**config.mk**
```make
export PLATFORM = sky130hd
export DESIGN_NAME = bmp_pixel_to_tricolor_unit
export DESIGN_NICKNAME = d
export VERILOG_FILES = /design/src/rtl/bmpt_pkg.sv /design/src/rtl/bmp_pixel_to_tricolor_unit.sv /design/src/rtl/bmpt_front.sv /design/src/rtl/bmpt_queue.sv /design/src/rtl/bmpt_back.sv
export VERILOG_INCLUDE_DIRS = /design/src /design/src/rtl
export SDC_FILE = /design/constraint.sdc
export NUM_CORES = 1
export LEC_CHECK = 0
export ABC_AREA = 1
export BUFFER_PORTS_ARGS = -buffer_cell sky130_fd_sc_hd__buf_2
export CAP_MARGIN = 30
export CORE_MARGIN = 4
export CORE_UTILIZATION = 35
export DETAILED_ROUTE_END_ITERATION = 8
export GPL_TIMING_DRIVEN = 0
export MAX_ROUTING_LAYER = met4
export PLACE_DENSITY = 0.56
export SLEW_MARGIN = 20
export SYNTH_ARGS = -nofsm -noshare
export SYNTH_HDL_FRONTEND = slang
export SYNTH_SLANG_ARGS = --single-unit
```
**constraint.sdc**
```tcl
create_clock -name i_clk -period 24.7 [get_ports i_clk]
set_input_delay 0 -clock i_clk [delete_from_list [all_inputs] [get_ports i_clk]]
set_output_delay 0 -clock i_clk [all_outputs]
set_load 0.05 [all_outputs]
```
**src/rtl/bmp_pixel_to_tricolor_unit_assert.svh**
```systemverilog
// Assertion macros used by the top level of the BMP to three-colour pixel unit.
`ifndef BMP_PIXEL_TO_TRICOLOR_UNIT_ASSERT_SVH
`define BMP_PIXEL_TO_TRICOLOR_UNIT_ASSERT_SVH

// Consequent checked in the same cycle as the antecedent.
`define BMPT_ASSERT_SAME(lbl, clk, rst_n, ante, cons) \
    lbl: assert property (@(posedge clk) disable iff (!rst_n) (ante) |-> (cons)) \
        else $error("bmpt: same-cycle check failed");

// Consequent checked in the cycle after the antecedent.
`define BMPT_ASSERT_NEXT(lbl, clk, rst_n, ante, cons) \
    lbl: assert property (@(posedge clk) disable iff (!rst_n) (ante) |=> (cons)) \
        else $error("bmpt: next-cycle check failed");

`endif

```
**src/rtl/bmpt_pkg.sv**
```systemverilog
// Shared types and constants of the BMP to three-colour pixel unit.
package bmpt_pkg;

    localparam int MAX_ROW_PIXELS      = 640;
    localparam int PALETTE_ENTRIES_DEF = 256;
    localparam int COL_W               = 10;
    localparam int QUEUE_DEPTH         = 4;

    localparam logic [1:0] COLOR_WHITE   = 2'd0;
    localparam logic [1:0] COLOR_BLACK   = 2'd1;
    localparam logic [1:0] COLOR_COLORED = 2'd2;

    typedef enum logic [1:0] {
        CFG_BPP       = 2'd0,
        CFG_USE_565   = 2'd1,
        CFG_COLOR_EN  = 2'd2,
        CFG_VIS_WIDTH = 2'd3
    } t_cfg_index;

    typedef enum logic [1:0] {
        JOB_PAL = 2'd0,
        JOB_IDX = 2'd1,
        JOB_RGB = 2'd2
    } t_job_kind;

    typedef enum logic [1:0] {
        UNP_D1 = 2'd0,
        UNP_D4 = 2'd1,
        UNP_D8 = 2'd2
    } t_unpack;

    // One unit of work passed from the front to the back.
    typedef struct packed {
        t_job_kind        kind;
        t_unpack          unpack;
        logic             eff;
        logic [7:0]       data;
        logic             white;
        logic             colored;
        logic [2:0]       count_m1;
        logic [COL_W-1:0] col;
    } t_job;

endpackage

```
**src/rtl/bmp_pixel_to_tricolor_unit.sv**
```systemverilog
// Top level of the BMP row byte to three-colour e-paper pixel unit.
// The unit takes one request per cycle while its four-entry job queue has room: a palette load
// or one byte of row data. A byte yields eight pixels at depth 1, two at depth 4 and one at
// depth 8; at depths 16 and 24 only the byte that completes a pixel yields one. The back end
// emits one pixel per cycle while i_out_ready stays high, so depths 8, 16 and 24 sustain one
// byte per cycle. A byte's job passes through the queue, the registered palette read and the
// output register before its pixels are offered on the output. Pixels at or beyond the
// visible width are dropped and the last pixel of a byte carries o_last. Configuration is to
// be written only while the unit is idle, which the unit itself does not enforce; the palette
// needs no clearing pass, but an entry must be loaded before a pixel refers to it.
`include "bmp_pixel_to_tricolor_unit_assert.svh"

module bmp_pixel_to_tricolor_unit #(
    parameter int PALETTE_ENTRIES = bmpt_pkg::PALETTE_ENTRIES_DEF
) (
    input  logic                       i_clk,
    input  logic                       i_rst_n,
    input  logic                       i_cfg_valid,
    output logic                       o_cfg_ready,
    input  logic [1:0]                 i_cfg_index,
    input  logic [bmpt_pkg::COL_W-1:0] i_cfg_data,
    input  logic                       i_in_valid,
    output logic                       o_in_ready,
    input  logic                       i_mode,
    input  logic [7:0]                 i_palette_index,
    input  logic [7:0]                 i_pal_red,
    input  logic [7:0]                 i_pal_green,
    input  logic [7:0]                 i_pal_blue,
    input  logic [7:0]                 i_data_byte,
    input  logic                       i_row_start,
    output logic                       o_out_valid,
    input  logic                       i_out_ready,
    output logic [1:0]                 o_pixel_color,
    output logic [bmpt_pkg::COL_W-1:0] o_column,
    output logic                       o_last
);

    logic           w_push;
    bmpt_pkg::t_job w_job;
    logic           w_full;
    logic           w_pop;
    bmpt_pkg::t_job w_head;
    logic           w_empty;

    logic                       w_out_take;
    logic [bmpt_pkg::COL_W-1:0] w_col_next;
    logic                       w_color_ok;

    bmpt_front #(
        .PALETTE_ENTRIES(PALETTE_ENTRIES)
    ) u_front (
        .i_clk           (i_clk),
        .i_rst_n         (i_rst_n),
        .i_cfg_valid     (i_cfg_valid),
        .o_cfg_ready     (o_cfg_ready),
        .i_cfg_index     (i_cfg_index),
        .i_cfg_data      (i_cfg_data),
        .i_in_valid      (i_in_valid),
        .o_in_ready      (o_in_ready),
        .i_mode          (i_mode),
        .i_palette_index (i_palette_index),
        .i_pal_red       (i_pal_red),
        .i_pal_green     (i_pal_green),
        .i_pal_blue      (i_pal_blue),
        .i_data_byte     (i_data_byte),
        .i_row_start     (i_row_start),
        .o_push          (w_push),
        .o_job           (w_job),
        .i_full          (w_full)
    );

    bmpt_queue u_queue (
        .i_clk      (i_clk),
        .i_rst_n    (i_rst_n),
        .i_push     (w_push),
        .i_push_job (w_job),
        .o_full     (w_full),
        .i_pop      (w_pop),
        .o_head     (w_head),
        .o_empty    (w_empty)
    );

    bmpt_back #(
        .PALETTE_ENTRIES(PALETTE_ENTRIES)
    ) u_back (
        .i_clk         (i_clk),
        .i_rst_n       (i_rst_n),
        .i_head        (w_head),
        .i_empty       (w_empty),
        .o_pop         (w_pop),
        .o_out_valid   (o_out_valid),
        .i_out_ready   (i_out_ready),
        .o_pixel_color (o_pixel_color),
        .o_column      (o_column),
        .o_last        (o_last)
    );

    assign w_out_take = o_out_valid && i_out_ready;
    assign w_col_next = o_column + bmpt_pkg::COL_W'(1);
    assign w_color_ok = (o_pixel_color == bmpt_pkg::COLOR_WHITE) ||
                        (o_pixel_color == bmpt_pkg::COLOR_BLACK) ||
                        (o_pixel_color == bmpt_pkg::COLOR_COLORED);

    // The front never offers a job that the queue cannot hold.
    `BMPT_ASSERT_SAME(a_no_overflow, i_clk, i_rst_n, w_push, !w_full)

    // The back only retires a job that is present.
    `BMPT_ASSERT_SAME(a_no_underflow, i_clk, i_rst_n, w_pop, !w_empty)

    // Within one byte the pixels follow each other without a gap, one column apart.
    `BMPT_ASSERT_NEXT(a_byte_columns, i_clk, i_rst_n, w_out_take && !o_last,
                      o_out_valid && (o_column == $past(w_col_next)))

    // Only the three defined colour codes reach the output.
    `BMPT_ASSERT_SAME(a_color_code, i_clk, i_rst_n, o_out_valid, w_color_ok)

endmodule

```
**src/rtl/bmpt_front.sv**
```systemverilog
// Front end: configuration registers, request acceptance, unpacking and column accounting.
module bmpt_front #(
    parameter int PALETTE_ENTRIES = bmpt_pkg::PALETTE_ENTRIES_DEF
) (
    input  logic                       i_clk,
    input  logic                       i_rst_n,
    input  logic                       i_cfg_valid,
    output logic                       o_cfg_ready,
    input  logic [1:0]                 i_cfg_index,
    input  logic [bmpt_pkg::COL_W-1:0] i_cfg_data,
    input  logic                       i_in_valid,
    output logic                       o_in_ready,
    input  logic                       i_mode,
    input  logic [7:0]                 i_palette_index,
    input  logic [7:0]                 i_pal_red,
    input  logic [7:0]                 i_pal_green,
    input  logic [7:0]                 i_pal_blue,
    input  logic [7:0]                 i_data_byte,
    input  logic                       i_row_start,
    output logic                       o_push,
    output bmpt_pkg::t_job             o_job,
    input  logic                       i_full
);

    localparam int CW = bmpt_pkg::COL_W;

    logic [4:0]    r_bpp;
    logic          r_use_565;
    logic          r_color_en;
    logic [CW-1:0] r_vis_width;
    logic [15:0]   r_held, n_held;
    logic [1:0]    r_phase, n_phase;
    logic [CW-1:0] r_col, n_col;

    logic          accept;
    logic          eff;
    logic [CW-1:0] limit;
    logic [CW-1:0] col0;
    logic [1:0]    ph0;
    logic [15:0]   held0;
    logic [CW-1:0] avail;
    logic [3:0]    npix;
    logic [3:0]    cnt;
    logic [7:0]    px_r, px_g, px_b;

    function automatic logic f_whitish(input logic [7:0] r, input logic [7:0] g,
                                       input logic [7:0] b, input logic e);
        logic [9:0] sum;
        sum = {2'b00, r} + {2'b00, g} + {2'b00, b};
        if (e)
            return (r > 8'h80) && (g > 8'h80) && (b > 8'h80);
        return sum > 10'd384;
    endfunction

    function automatic logic f_colored(input logic [7:0] r, input logic [7:0] g,
                                       input logic [7:0] b);
        return (r > 8'hF0) || ((g > 8'hF0) && (b > 8'hF0));
    endfunction

    assign o_cfg_ready = 1'b1;
    assign o_in_ready  = !i_full;
    assign accept      = i_in_valid && o_in_ready;
    assign eff         = r_color_en && (r_bpp != 5'd1);

    always_comb begin
        if (32'(r_vis_width) > bmpt_pkg::MAX_ROW_PIXELS) begin
            limit = CW'(bmpt_pkg::MAX_ROW_PIXELS);
        end else begin
            limit = r_vis_width;
        end
    end

    always_comb begin
        n_held  = r_held;
        n_phase = r_phase;
        n_col   = r_col;
        o_push  = 1'b0;
        o_job   = '0;
        npix    = 4'd0;
        cnt     = 4'd0;
        avail   = '0;
        px_r    = 8'h00;
        px_g    = 8'h00;
        px_b    = 8'h00;
        col0    = i_row_start ? '0 : r_col;
        ph0     = i_row_start ? 2'd0 : r_phase;
        held0   = i_row_start ? 16'h0000 : r_held;
        o_job.eff = eff;
        if (accept) begin
            if (!i_mode) begin
                if ({1'b0, i_palette_index} < 9'(PALETTE_ENTRIES)) begin
                    o_push        = 1'b1;
                    o_job.kind    = bmpt_pkg::JOB_PAL;
                    o_job.data    = i_palette_index;
                    o_job.white   = f_whitish(i_pal_red, i_pal_green, i_pal_blue, eff);
                    o_job.colored = f_colored(i_pal_red, i_pal_green, i_pal_blue);
                end
            end else begin
                n_col      = col0;
                n_phase    = ph0;
                n_held     = held0;
                o_job.data = i_data_byte;
                o_job.kind = bmpt_pkg::JOB_IDX;
                case (r_bpp)
                    5'd1: begin
                        npix         = 4'd8;
                        o_job.unpack = bmpt_pkg::UNP_D1;
                    end
                    5'd4: begin
                        npix         = 4'd2;
                        o_job.unpack = bmpt_pkg::UNP_D4;
                    end
                    5'd8: begin
                        npix         = 4'd1;
                        o_job.unpack = bmpt_pkg::UNP_D8;
                    end
                    5'd16: begin
                        if (ph0 == 2'd0) begin
                            n_held  = {8'h00, i_data_byte};
                            n_phase = 2'd1;
                        end else begin
                            px_b = {held0[4:0], 3'b000};
                            if (r_use_565) begin
                                px_g = {i_data_byte[2:0], held0[7:5], 2'b00};
                                px_r = {i_data_byte[7:3], 3'b000};
                            end else begin
                                px_g = {i_data_byte[1:0], held0[7:5], 3'b000};
                                px_r = {i_data_byte[6:2], 3'b000};
                            end
                            n_held     = 16'h0000;
                            n_phase    = 2'd0;
                            npix       = 4'd1;
                            o_job.kind = bmpt_pkg::JOB_RGB;
                        end
                    end
                    5'd24: begin
                        if (ph0 == 2'd0) begin
                            n_held  = {8'h00, i_data_byte};
                            n_phase = 2'd1;
                        end else if (ph0 == 2'd1) begin
                            n_held  = {i_data_byte, held0[7:0]};
                            n_phase = 2'd2;
                        end else begin
                            px_r       = i_data_byte;
                            px_g       = held0[15:8];
                            px_b       = held0[7:0];
                            n_held     = 16'h0000;
                            n_phase    = 2'd0;
                            npix       = 4'd1;
                            o_job.kind = bmpt_pkg::JOB_RGB;
                        end
                    end
                    default: begin
                        npix = 4'd0;
                    end
                endcase
                o_job.white   = f_whitish(px_r, px_g, px_b, eff);
                o_job.colored = f_colored(px_r, px_g, px_b);
                avail = (col0 < limit) ? (limit - col0) : '0;
                cnt   = (avail < CW'(npix)) ? avail[3:0] : npix;
                if (cnt != 4'd0) begin
                    o_push         = 1'b1;
                    o_job.count_m1 = 3'(cnt - 4'd1);
                    o_job.col      = col0;
                    n_col          = col0 + CW'(cnt);
                end
            end
        end
    end

    always_ff @(posedge i_clk) begin
        if (!i_rst_n) begin
            r_bpp       <= 5'd24;
            r_use_565   <= 1'b0;
            r_color_en  <= 1'b1;
            r_vis_width <= CW'(296);
            r_held      <= 16'h0000;
            r_phase     <= 2'd0;
            r_col       <= '0;
        end else begin
            r_held  <= n_held;
            r_phase <= n_phase;
            r_col   <= n_col;
            if (i_cfg_valid && o_cfg_ready) begin
                case (bmpt_pkg::t_cfg_index'(i_cfg_index))
                    bmpt_pkg::CFG_BPP:       r_bpp       <= i_cfg_data[4:0];
                    bmpt_pkg::CFG_USE_565:   r_use_565   <= i_cfg_data[0];
                    bmpt_pkg::CFG_COLOR_EN:  r_color_en  <= i_cfg_data[0];
                    bmpt_pkg::CFG_VIS_WIDTH: r_vis_width <= i_cfg_data;
                    default: begin
                        r_bpp <= r_bpp;
                    end
                endcase
            end
        end
    end

endmodule

```
**src/rtl/bmpt_queue.sv**
```systemverilog
// Short job queue that decouples the front end from the pixel back end.
module bmpt_queue (
    input  logic           i_clk,
    input  logic           i_rst_n,
    input  logic           i_push,
    input  bmpt_pkg::t_job i_push_job,
    output logic           o_full,
    input  logic           i_pop,
    output bmpt_pkg::t_job o_head,
    output logic           o_empty
);

    localparam int DEPTH = bmpt_pkg::QUEUE_DEPTH;
    localparam int PW    = $clog2(DEPTH);
    localparam int NW    = $clog2(DEPTH + 1);

    bmpt_pkg::t_job r_mem [DEPTH];
    logic [PW-1:0]  r_wr;
    logic [PW-1:0]  r_rd;
    logic [NW-1:0]  r_count;
    logic           do_push;
    logic           do_pop;

    assign o_full  = (r_count == NW'(DEPTH));
    assign o_empty = (r_count == '0);
    assign o_head  = r_mem[r_rd];
    assign do_push = i_push && !o_full;
    assign do_pop  = i_pop && !o_empty;

    always_ff @(posedge i_clk) begin
        if (do_push) begin
            r_mem[r_wr] <= i_push_job;
        end
    end

    always_ff @(posedge i_clk) begin
        if (!i_rst_n) begin
            r_wr    <= '0;
            r_rd    <= '0;
            r_count <= '0;
        end else begin
            if (do_push) begin
                r_wr <= (r_wr == PW'(DEPTH - 1)) ? '0 : r_wr + PW'(1);
            end
            if (do_pop) begin
                r_rd <= (r_rd == PW'(DEPTH - 1)) ? '0 : r_rd + PW'(1);
            end
            if (do_push && !do_pop) begin
                r_count <= r_count + NW'(1);
            end else if (do_pop && !do_push) begin
                r_count <= r_count - NW'(1);
            end
        end
    end

endmodule

```
**src/rtl/bmpt_back.sv**
```systemverilog
// Back end: palette store, per-pixel serialiser and the registered output stage.
module bmpt_back #(
    parameter int PALETTE_ENTRIES = bmpt_pkg::PALETTE_ENTRIES_DEF
) (
    input  logic                       i_clk,
    input  logic                       i_rst_n,
    input  bmpt_pkg::t_job             i_head,
    input  logic                       i_empty,
    output logic                       o_pop,
    output logic                       o_out_valid,
    input  logic                       i_out_ready,
    output logic [1:0]                 o_pixel_color,
    output logic [bmpt_pkg::COL_W-1:0] o_column,
    output logic                       o_last
);

    localparam int CW = bmpt_pkg::COL_W;
    localparam int IW = $clog2(PALETTE_ENTRIES);

    logic [1:0]    r_pal [PALETTE_ENTRIES];
    logic [1:0]    r_rd;
    logic [2:0]    r_k;
    logic          r_s1_valid;
    logic          r_s1_idx;
    logic          r_s1_oor;
    logic          r_s1_white;
    logic          r_s1_colored;
    logic          r_s1_eff;
    logic [CW-1:0] r_s1_col;
    logic          r_s1_last;
    logic          r_o_valid;
    logic [1:0]    r_o_color;
    logic [CW-1:0] r_o_col;
    logic          r_o_last;

    logic          adv;
    logic          head_pal;
    logic          head_pix;
    logic          issue;
    logic          is_last;
    logic [7:0]    idx8;
    logic          oor;
    logic [IW-1:0] addr;
    logic          sel_white;
    logic          sel_colored;
    logic [1:0]    code;

    assign adv      = !r_o_valid || i_out_ready;
    assign head_pal = !i_empty && (i_head.kind == bmpt_pkg::JOB_PAL);
    assign head_pix = !i_empty && (i_head.kind != bmpt_pkg::JOB_PAL);
    assign issue    = head_pix && adv;
    assign is_last  = (r_k == i_head.count_m1);
    assign o_pop    = head_pal || (issue && is_last);

    always_comb begin
        case (i_head.unpack)
            bmpt_pkg::UNP_D1: idx8 = {7'b0000000, i_head.data[3'd7 - r_k]};
            bmpt_pkg::UNP_D4: idx8 = r_k[0] ? {4'h0, i_head.data[3:0]}
                                            : {4'h0, i_head.data[7:4]};
            bmpt_pkg::UNP_D8: idx8 = i_head.data;
            default:          idx8 = i_head.data;
        endcase
    end

    assign oor  = ({1'b0, idx8} >= 9'(PALETTE_ENTRIES));
    assign addr = idx8[IW-1:0];

    // A palette index past the store reads as black, as does an entry with both bits clear.
    always_comb begin
        if (r_s1_idx) begin
            sel_white   = !r_s1_oor && r_rd[1];
            sel_colored = !r_s1_oor && r_rd[0];
        end else begin
            sel_white   = r_s1_white;
            sel_colored = r_s1_colored;
        end
        if (sel_white) begin
            code = bmpt_pkg::COLOR_WHITE;
        end else if (sel_colored && r_s1_eff) begin
            code = bmpt_pkg::COLOR_COLORED;
        end else begin
            code = bmpt_pkg::COLOR_BLACK;
        end
    end

    always_ff @(posedge i_clk) begin
        if (head_pal) begin
            r_pal[i_head.data[IW-1:0]] <= {i_head.white, i_head.colored};
        end
        if (issue && (i_head.kind == bmpt_pkg::JOB_IDX)) begin
            r_rd <= r_pal[addr];
        end
    end

    always_ff @(posedge i_clk) begin
        if (issue) begin
            r_s1_idx     <= (i_head.kind == bmpt_pkg::JOB_IDX);
            r_s1_oor     <= oor;
            r_s1_white   <= i_head.white;
            r_s1_colored <= i_head.colored;
            r_s1_eff     <= i_head.eff;
            r_s1_col     <= i_head.col + CW'(r_k);
            r_s1_last    <= is_last;
        end
        if (adv && r_s1_valid) begin
            r_o_color <= code;
            r_o_col   <= r_s1_col;
            r_o_last  <= r_s1_last;
        end
    end

    always_ff @(posedge i_clk) begin
        if (!i_rst_n) begin
            r_k        <= 3'd0;
            r_s1_valid <= 1'b0;
            r_o_valid  <= 1'b0;
        end else begin
            if (adv) begin
                r_s1_valid <= issue;
                r_o_valid  <= r_s1_valid;
            end
            if (issue) begin
                r_k <= is_last ? 3'd0 : r_k + 3'd1;
            end
        end
    end

    assign o_out_valid   = r_o_valid;
    assign o_pixel_color = r_o_color;
    assign o_column      = r_o_col;
    assign o_last        = r_o_last;

endmodule

```
# --- After elaboration in Yosys (flattened, before gate mapping) ---
# Memories as Yosys holds them, arrays and structs flattened. A register that Yosys moved wholly into a read port is not among the register bits.
# Index checks and enable logic that the tools add are counted.
word_totals:
  wordCells: 196
  ramBits: 624
  n_memories: 2
  regBits: 85
  out_inout_bits: 16
classes:
  add_sub_neg: 14
  n_reduce_logical: 41
  eq_ne: 16
  n_mux: 83
  order_cmp: 18
mem_list:
  columns: ["name", "words", "width", "rd", "rd_clocked_by_memory_dff", "wr", "line", "text"]
  rows:
  - ["u_back.r_pal", 256, 2, 1, 1, 1, "bmpt_back.sv:20", "logic [1:0] r_pal [PALETTE_ENTRIES];"]
  - ["u_queue.r_mem", 4, 28, 1, 1, 1, "bmpt_queue.sv:17", "bmpt_pkg::t_job r_mem [DEPTH];"]
op_table:
  columns: ["cell", "n"]
  rows:
  - ["8-bit two-way mux", 18]
  - ["8-bit > comparator (second input constant)", 12]
  - ["8-bit one-hot mux with 2 select lines", 4]
  - ["10-bit two-way mux", 5]
  - ["16-bit two-way mux", 3]
  - ["16-bit one-hot mux with 2 select lines", 1]
  - ["13-bit two-way mux", 2]
  - ["2-bit two-way mux", 13]
  - ["4-bit two-way mux", 6]
  - ["23-bit two-way mux", 1]
  - ["1-bit two-way mux", 22]
  - ["10-bit by 8-bit adder with 10-bit output", 2]
  - ["10-bit by 9-bit > comparator with 1-bit output (second input constant)", 2]
  - ["4-bit one-hot mux with 5 select lines", 1]
  - ["1-bit logical AND", 19]
  - ["8-bit by 8-bit adder with 9-bit output", 2]
  - ["2-bit one-hot mux with 2 select lines", 3]
  - ["10-bit by 3-bit adder with 10-bit output", 1]
  - ["10-bit by 4-bit adder with 10-bit output", 1]
  - ["5-bit == test (second input constant)", 2]
  - ["10-bit > comparator (second input constant)", 1]
  - ["10-bit less-than comparator", 1]
  - ["10-bit by 4-bit less-than comparator with 1-bit output", 1]
  - ["2-bit AND reduction", 5]
  - ["other kinds (22)", 44]

# --- Longest topological paths before layout ---
# Gate-level depths: netlist of run 1.
logic_depth:
  word_depth: 18
  ltp_mapped: 39
  depth_no_buf: 39

# --- Cells and area by module ---
# Synthesis of run 1 repeated with hierarchy kept, for this count alone.
hier_totals:
  cells_unflattened: 3619
  hier_area_um2: 34901.0
by_module_without_submodules:
  columns: ["module", "area_per_inst_um2", "cells_per_inst", "instances"]
  rows:
  - ["bmpt_back", 25165.4, 2449, 1]
  - ["bmpt_front", 5084.9, 827, 1]
  - ["bmpt_queue", 4650.7, 343, 1]

# --- Worst setup path after synthesis of run 1 ---
# No wires, ideal clock.
synth_path:
  path_type: "register -> register"
  startpoint: "reg with a tool-made name"
  endpoint: "mem u_back.r_pal[0][0] (data pin)"
  t_required_ps: 23108
  path_slack_ps: 14637
  arrival_ps: 8471
  stages_incl_launch_ff: 9
  path_cell_list: "dfxtp_1 > inv_2 > buf_6 > buf_6 > clkbuf_1 > clkbuf_1 > clkbuf_1 > o21ai_0 > o22ai_1"
synth_lines:
  columns: ["element", "line"]
  rows:
  - ["end: declaration", "bmpt_back.sv:20"]

# --- Final worst setup path of run 1 ---
layout_path:
  startpoint: "reg u_front.r_vis_width[0]"
  endpoint: "reg u_queue.r_count[2]"
layout_between:
  elab_chain_len: 14
  elab_cells_between_ends: 17
  classes_between: "1 x add/sub; 3 x order compare; 7 x mux; 6 x reduce/logical"
layout_lines:
  columns: ["element", "line", "text"]
  rows:
  - ["start: declaration", "bmpt_front.sv:30", "logic [CW-1:0] r_vis_width;"]
  - ["start signal: assignment", "bmpt_front.sv:189", "bmpt_pkg::CFG_VIS_WIDTH: r_vis_width <= i_cfg_data;"]
  - ["10-bit > comparator", "bmpt_front.sv:66", "if (32'(r_vis_width) > bmpt_pkg::MAX_ROW_PIXELS) begin"]
  - ["10-bit two-way mux (*)", "bmpt_front.sv:66", null]
  - ["10-bit subtractor or 10-bit less-than comparator (tied branches)", "bmpt_front.sv:159", "avail = (col0 < limit) ? (limit - col0) : '0;"]
  - ["10-bit two-way mux (*)", "bmpt_front.sv:159", null]
  - ["10-bit by 4-bit less-than comparator with 1-bit output", "bmpt_front.sv:160", "cnt = (avail < CW'(npix)) ? avail[3:0] : npix;"]
  - ["4-bit two-way mux (*)", "bmpt_front.sv:160", null]
  - ["4-bit nonzero test (*)", "bmpt_front.sv:161", "if (cnt != 4'd0) begin"]
  - ["1-bit two-way mux (*)", "bmpt_front.sv:161", null]
  - ["1-bit two-way mux (*)", "bmpt_front.sv:90", "if (!i_mode) begin"]
  - ["1-bit two-way mux (*)", "bmpt_front.sv:89", "if (accept) begin"]
  - ["1-bit logical AND (*)", "bmpt_queue.sv:27", "assign do_push = i_push && !o_full;"]
  - ["named net u_queue.do_push", "bmpt_queue.sv:21", "logic do_push;"]
  - ["1-bit logical NOT", "bmpt_queue.sv:50", "end else if (do_pop && !do_push) begin"]
  - ["1-bit logical AND", "bmpt_queue.sv:50", null]
  - ["2-bit nonzero test (no source line)", null, null]
  - ["end signal: assignment", "bmpt_queue.sv:49", "r_count <= r_count + NW'(1);"]
  - ["end signal: assignment", "bmpt_queue.sv:51", "r_count <= r_count - NW'(1);"]
  - ["end: declaration", "bmpt_queue.sv:20", "logic [NW-1:0] r_count;"]
# The timed path passes the listed nets; every way through them passes the cells marked *.
# A chain may end at the register's enable or synchronous reset.

==> results.py, run 1 <==
metrics = {
    "synth": {
        "yosysMostFrequentCell": "edfxtp_1",
        "ys_seq_elements": 713,
        "synthCells": 3528,
        "yosysTopAreaCell": "edfxtp_1",
        "synth_area_leaders": "edfxtp_1 (57%), nand3_1 (8.3%), nand2_1 (6.6%), nor2_1 (4.5%), inv_1 (4.2%)",
        "synth_cell_types": 52,
        "ys.warnings.count": 0,
        "yosys.area.top_type_share": 0.567,
        "ys_seq_area_frac": 0.601,
        "async_reset_ff_frac": 0,
        "synth_nets": 3654,
        "synthFlopType": "edfxtp_1",
        "synthTopCellsByCount": "edfxtp_1 (654), nand2_1 (608), nand3_1 (574)",
        "syn_area_um2": 34600,
        "syn_avg_cell_area_um2": 9.82,
        "synth_edf_count": 654,
    },
    "clock_tree": {
        "clock_sinks": 713,
        "numCtsBuffers": 79,
        "cts_tree": "done",
        "clock_latency_ns": 0.65,
        "htree_num_levels": 3,
        "clkSlewWorstSetupHoldPaths_ns": 0.06,
        "root_buffer": "clkbuf_16",
        "postCtsSetupRepairBufs": 0,
        "clock_path_buffers": 3,
    },
    "run_status": {
        "run_status": "complete, no violations",
    },
    "timing": {
        "tightestPinTransition_ns": 1.04,
        "period_needed_ns": 5.30,
        "max_freq_mhz": 189,
        "max-slew-margin-rel": 0.305,
        "rsz0062_at_grt": "no",
        "fin_worst_skew_ns": 0.0353,
        "maxSlewViolCount": 0,
        "fin_crit_sh": 0.215,
        "setup_viol": 0,
        "final_hold_viol_count": 0,
        "setup_tns_ns": 0,
        "finalWorstSetupSlack_ns": 19.40,
    },
    "worst_hold_path": {
        "hold_depth": 7,
        "hp-start": "i_pal_blue[7]",
        "hp-class": "in2reg",
    },
    "floorplanning": {
        "initial_core_util": 0.352,
        "die_area_um2": 104000,
        "die_w_um": 323,
        "core.rowCount": 115,
        "die_h_um": 323,
        "core_area_um2": 98300,
        "io-pin-count": 75,
    },
    "drt": {
        "totalWireLength_mm": 109,
        "drt-initial-drc-count": 2340,
        "first_pass_iters": 6,
        "remaining_drc_errors": 0,
        "routedWlPerCell_um": 21.3,
        "via_per_inst": 5.20,
        "vias": 26600,
        "ant_nets": 0,
    },
    "placement": {
        "io_buffers": 73,
        "gp_congestion": 0.919,
        "placed_area_um2": 37500,
        "place_ws_ns": 19.41,
        "dpl.hpwl_mm": 77.7,
    },
    "pwr": {
        "p_leak_nw": 15.6,
        "p_per_area_nw_per_um2": 121,
        "vdd_ir_drop_max_v": 0.0000651,
    },
    "setup_path": {
        "cp_max_fo": 7,
        "cp_slowest_cell": "fa_1",
        "crit_cells": 36,
        "end_kind": "flip-flop",
        "crit_path_start": "u_front.r_vis_width[0]",
        "crit_path_start_kind": "flip-flop",
        "crit_buf_inv": 6,
        "critPathMostFrequentCell": "nand2_1",
        "slowest_delay_ns": 0.40,
        "required_ns": 25.25,
        "critPathKind": "reg2reg",
        "critPathTopFamily": "simple AND/OR/NAND/NOR gates",
        "r2r_cells": 36,
        "rr_startpoint": "u_front.r_vis_width[0]",
        "arrival_ns": 5.85,
    },
    "grt": {
        "grt_max_degree": 30,
        "grtUsageTotal": 0.212,
        "grt-ovfl-total": 0,
        "grt_pass1_vias": 25600,
        "grt_pass1_wl_mm": 161,
        "antenna_found_initial": 1,
    },
    "run": {
        "maxCapViolCount": 0,
    },
    "finish": {
        "nets": 3886,
        "area_growth_syn_to_layout_pct": 16.6,
        "stdcell_area_um2": 40400,
        "fill_cells": 9615,
        "layout-drive-gt1-share": 0.104,
    },
}
[repair_timing]
| item | in CTS | in global routing |
|---|---|---|
| hold endpoints to repair | 81 | 0 |
| hold buffers | 43 | 0 |
| gates resized for setup | 0 | 0 |
[cell families after synthesis]
family / share of synthesized area
compound gates: 0.0465
other cells: 0.000108
flops: 0.601
buf+inv: 0.0728
simple gates: 0.243
fa+ha+maj: 0.0259
xor+xnor: 0.0101
[metal layers]
layer,vias to the layer above,track usage,share of wire
met5,-,-,0
met4,0,0.0915,0.046
met3,245,0.0333,0.065
met2,970,0.347,0.48
met1,12800,0.263,0.41
li1,12500,-,-
[worst reg2reg max path, delay by kind of cell (launching register included)]
family | cells | cell delay, ns
adders and majority gates | 5 | 1.39
and+or+nand+nor | 20 | 2.19
AOI/OAI and AO/OA | 5 | 0.76
buffers and inverters | 6 | 0.53
DFF | 1 | 0.33
[flip-flops by register name, indices dropped and copies added (netlist names), 2 cells and up, named ones only]
name / flops
u_front.r_col: 10
u_front.r_held: 16
u_front.r_vis_width: 10
u_queue.r_count: 3
u_queue.r_wr: 2
u_back.r_s1_col: 10
u_back.r_rd: 2
u_back.r_k: 3
u_back.r_pal: 512
u_queue.r_rd: 2
u_queue.r_mem: 112
u_back.o_column: 10
u_back.o_pixel_color: 2
u_front.r_bpp: 5
u_front.r_phase: 2
[power by group]
| part | switching, W | internal, W | leakage [nW] | total (W) |
|---|---|---|---|---|
| combinational | 0.00157 | 0.000636 | 7.93 | 0.00221 |
| clock | 0.000489 | 0.000641 | 1.21 | 0.00113 |
| sequential | 0.0000196 | 0.00150 | 6.43 | 0.00152 |
[final timing paths]
path	to	slack, ns
max reg2reg	u_queue.r_count[2]	19.40
min	u_queue.r_mem[2][14]	0.04
min reg2reg	u_back.o_column[0]	0.41
max	u_queue.r_count[2]	19.40
[through the flow]
stage	power, W	hold WS, ns	utilization	instances
after floorplan	0.00288	0.126	-	3528
after global placement	0.00372	0.221	0.372	4888
after CTS	0.00485	0.0147	0.411	5112
after detailed placement	0.00372	0.222	0.381	4923
final	0.00486	0.0370	0.411	5113
after global routing	0.00509	0.0664	0.411	5112
[placed cells by master, fill, tap and decap left out, types with 12 or more instances in the layout]
| master | count |
|---|---|
| a21oi_1 | 92 |
| o21ai_1 | 12 |
| edfxtp_1 | 654 |
| clkbuf_1 | 81 |
| buf_16 | 23 |
| nand4_1 | 21 |
| o21ai_0 | 68 |
| o211ai_1 | 29 |
| clkbuf_16 | 81 |
| inv_1 | 386 |
| xor2_1 | 27 |
| nor3_1 | 18 |
| buf_6 | 15 |
| nand3_1 | 574 |
| nor4_1 | 19 |
| nand3b_1 | 155 |
| buf_4 | 23 |
| buf_2 | 169 |
| nor2_1 | 415 |
| nand2_1 | 608 |
| clkinv_1 | 15 |
| ha_1 | 59 |
| xnor2_1 | 13 |
| o22ai_1 | 17 |
| clkinv_2 | 16 |
| dfxtp_1 | 59 |
| dlygate4sd3_1 | 43 |
[cell type report]
| class | instances | area (um2) | share of cell area |
|---|---|---|---|
| clock buffer | 107 | 2170 | 0.0537 |
| inverter | 397 | 1490 | 0.0370 |
| antenna | 1 | 2.50 | 0.0000620 |
| timing repair buffer | 151 | 1590 | 0.0395 |
| multi-input combinational | 2219 | 11300 | 0.281 |
| clock inverter | 39 | 292 | 0.00722 |
| tap | 1287 | 1610 | 0.0399 |
| sequential | 713 | 20800 | 0.516 |
| buffer | 199 | 1040 | 0.0257 |
(Power assumes the default switching activity.)
==> inputs of run 2 (changes only) <==
Settings changed: PLACE_DENSITY 0.56 to 0.57.
Clock period 24.7 ns to 4.3 ns, I/O delays scaled along.
==> run 2 against run 1 <==
Compared with the run above:
- the flow now finishes with violations (setup timing)
- maximum frequency is 13% higher
- power rose to 5.8 times the previous value
- via count grew 2.5%
- die area is the same
- critical endpoint is now u_front.r_col[9]
- largest cell class unchanged
==> results.py, run 2 (same netlist as run 1, synthesis figures left out) <==
metrics = {
    "run_status": {
        "run_status": "finished, violations left",
        "violations": "setup timing",
    },
    "finish": {
        "n_antenna_cell": 0,
        "largest_reg_flops": 512,
        "layout_common_cells": "edfxtp_1 (654), nand2_1 (596), nand3_1 (571), nor2_1 (392), inv_1 (377)",
        "area_growth_syn_to_layout_pct": 19.8,
        "fin_cells": 5174,
        "nets": 3950,
        "stdcell_area_um2": 41500,
        "layout_commonest_cell": "edfxtp_1",
        "layout-drive-gt1-share": 0.138,
        "fin_util": 0.422,
    },
    "floorplanning": {
        "core.rowCount": 115,
        "die_area_um2": 104000,
        "die_h_um": 323,
        "io-pin-count": 75,
        "initial_core_util": 0.352,
        "die_w_um": 323,
        "core_area_um2": 98300,
    },
    "timing": {
        "rsz0062_at_grt": "yes",
        "max-slew-margin-rel": 0.291,
        "final_hold_viol_count": 0,
        "finalWorstSetupSlack_ns": -0.374,
        "setup_viol": 165,
        "fin_worst_skew_ns": 0.0350,
        "period_needed_ns": 4.67,
        "setup_tns_ns": -30.76,
        "maxSlewViolCount": 0,
        "max_freq_mhz": 214,
        "tightestPinTransition_ns": 1.06,
        "fin_crit_sh": 1.09,
    },
    "setup_path": {
        "crit_path_start_kind": "flip-flop",
        "cp_slowest_cell": "fa_2",
        "arrival_ns": 5.19,
        "end_kind": "flip-flop",
        "required_ns": 4.82,
        "critPathTopFamily": "simple AND/OR/NAND/NOR gates",
        "slowest_delay_ns": 0.40,
        "critPathKind": "reg2reg",
        "ff2ff_setup_slack_ns": -0.37,
        "cp_max_fo": 6,
        "crit_buf_inv": 4,
    },
    "drt": {
        "totalWireLength_mm": 110,
        "via_per_inst": 5.26,
        "drt-initial-drc-count": 2728,
        "vias": 27200,
        "ant_nets": 0,
        "first_pass_iters": 8,
        "routedWlPerCell_um": 21.2,
        "remaining_drc_errors": 0,
    },
    "clock_tree": {
        "numCtsBuffers": 78,
        "root_buffer": "clkbuf_16",
        "clkSlewWorstSetupHoldPaths_ns": 0.06,
        "cts_tree": "done",
        "clock_latency_ns": 0.64,
        "htree_num_levels": 3,
        "clock_path_buffers": 3,
        "clock_sinks": 713,
    },
    "placement": {
        "placed_cells_incl_taps": 4917,
        "dpl.hpwl_mm": 76.1,
        "io_buffers": 73,
        "placed_area_um2": 37300,
        "gp_congestion": 0.906,
    },
    "pwr": {
        "p_leak_nw": 15.9,
        "p_per_area_nw_per_um2": 682,
        "vdd_ir_drop_max_v": 0.000296,
        "power_w": 0.0283,
    },
    "grt": {
        "met2_usage": 0.356,
        "grt_max_degree": 29,
        "grt-ovfl-total": 0,
        "top_usage_layer": "met2",
        "grtUsageTotal": 0.213,
        "antenna_found_initial": 0,
        "globalRouteMet3Util": 0.0259,
        "gr-usage-met1": 0.267,
        "grt_pass1_vias": 26000,
        "grt_pass1_wl_mm": 161,
    },
    "run": {
        "maxCapViolCount": 0,
    },
    "worst_hold_path": {
        "hp-class": "in2reg",
    },
}
==> run 2: cell count changes in the layout (fill, tap and decap cells not counted), moves of 7 or more <==
cell / delta
buf_6: +14
nor2_4: +21
nand2_2: +9
ha_4: +7
buf_12: +9
nand2_1: -12
buf_4: +34
nor2_1: -23
ha_1: -9
inv_1: -9
==> run 2: worst paths after layout <==
| check | start | end | cells past startpoint |
|---|---|---|---|
| min | i_in_valid | u_queue.r_mem[1][13] | 3 |
| max | u_front.r_vis_width[0] | u_front.r_col[9] | 32 |
| max reg2reg | u_front.r_vis_width[0] | u_front.r_col[9] | 32 |
| min reg2reg | u_back.r_s1_col[5] | u_back.o_column[5] | 0 |
==> run 2: repair_timing <==
| item | 4_1_cts | 5_1_grt |
|---|---|---|
| cloned | 6 | 1 |
| resized for setup | 54 | 87 |
| pin swaps | 26 | 44 |
| setup endpoints to repair | 176 | 182 |
| setup buffers | 40 | 20 |
| endpoints found under the hold margin | 81 | 0 |
| hold buffers | 46 | 0 |
==> run 2: metal layers <==
layer | vias up | wire length, um
met3 | 240 | 7550
met1 | 13200 | 44700
met4 | 0 | 4500
met2 | 1138 | 53100
met5 | - | 0
li1 | 12700 | -
==> run 2: final cells by class <==
| cell class | instances | area [um2] |
|---|---|---|
| Timing Repair Buffer | 212 | 2190 |
| Buffer | 199 | 1070 |
| Sequential cell | 713 | 20800 |
| Inverter | 397 | 1500 |
| Multi-Input combinational cell | 2223 | 11800 |
| Clock buffer | 108 | 2110 |
| Fill cell | 9426 | 56800 |
| Tap cell | 1287 | 1610 |
| Clock inverter | 35 | 325 |
==> run 2: through the flow <==
| stage | hold WS [ns] | setup WS (ns) |
|---|---|---|
| 5_1_grt | 0.0630 | -0.789 |
| 3_5_place_dp | 0.225 | -0.772 |
| 3_3_place_gp | 0.227 | -3.60 |
| 2_1_floorplan | 0.126 | -0.0984 |
| 6_report | 0.0515 | -0.374 |
| 4_1_cts | 0.0228 | -0.264 |
==> run 2: power breakdown <==
part	leakage, nW	internal (W)	switching [W]
Sequential	6.43	0.00864	0.000118
Clock	1.18	0.00374	0.00279
Combinational	8.30	0.00385	0.00916
Total	15.9	0.0162	0.0121
==> run 2: tightest hold or removal path, cell delays in order <==
cell and delay [ns]:
buf_2 0.09, nand2_1 0.24, nor2_1 0.15
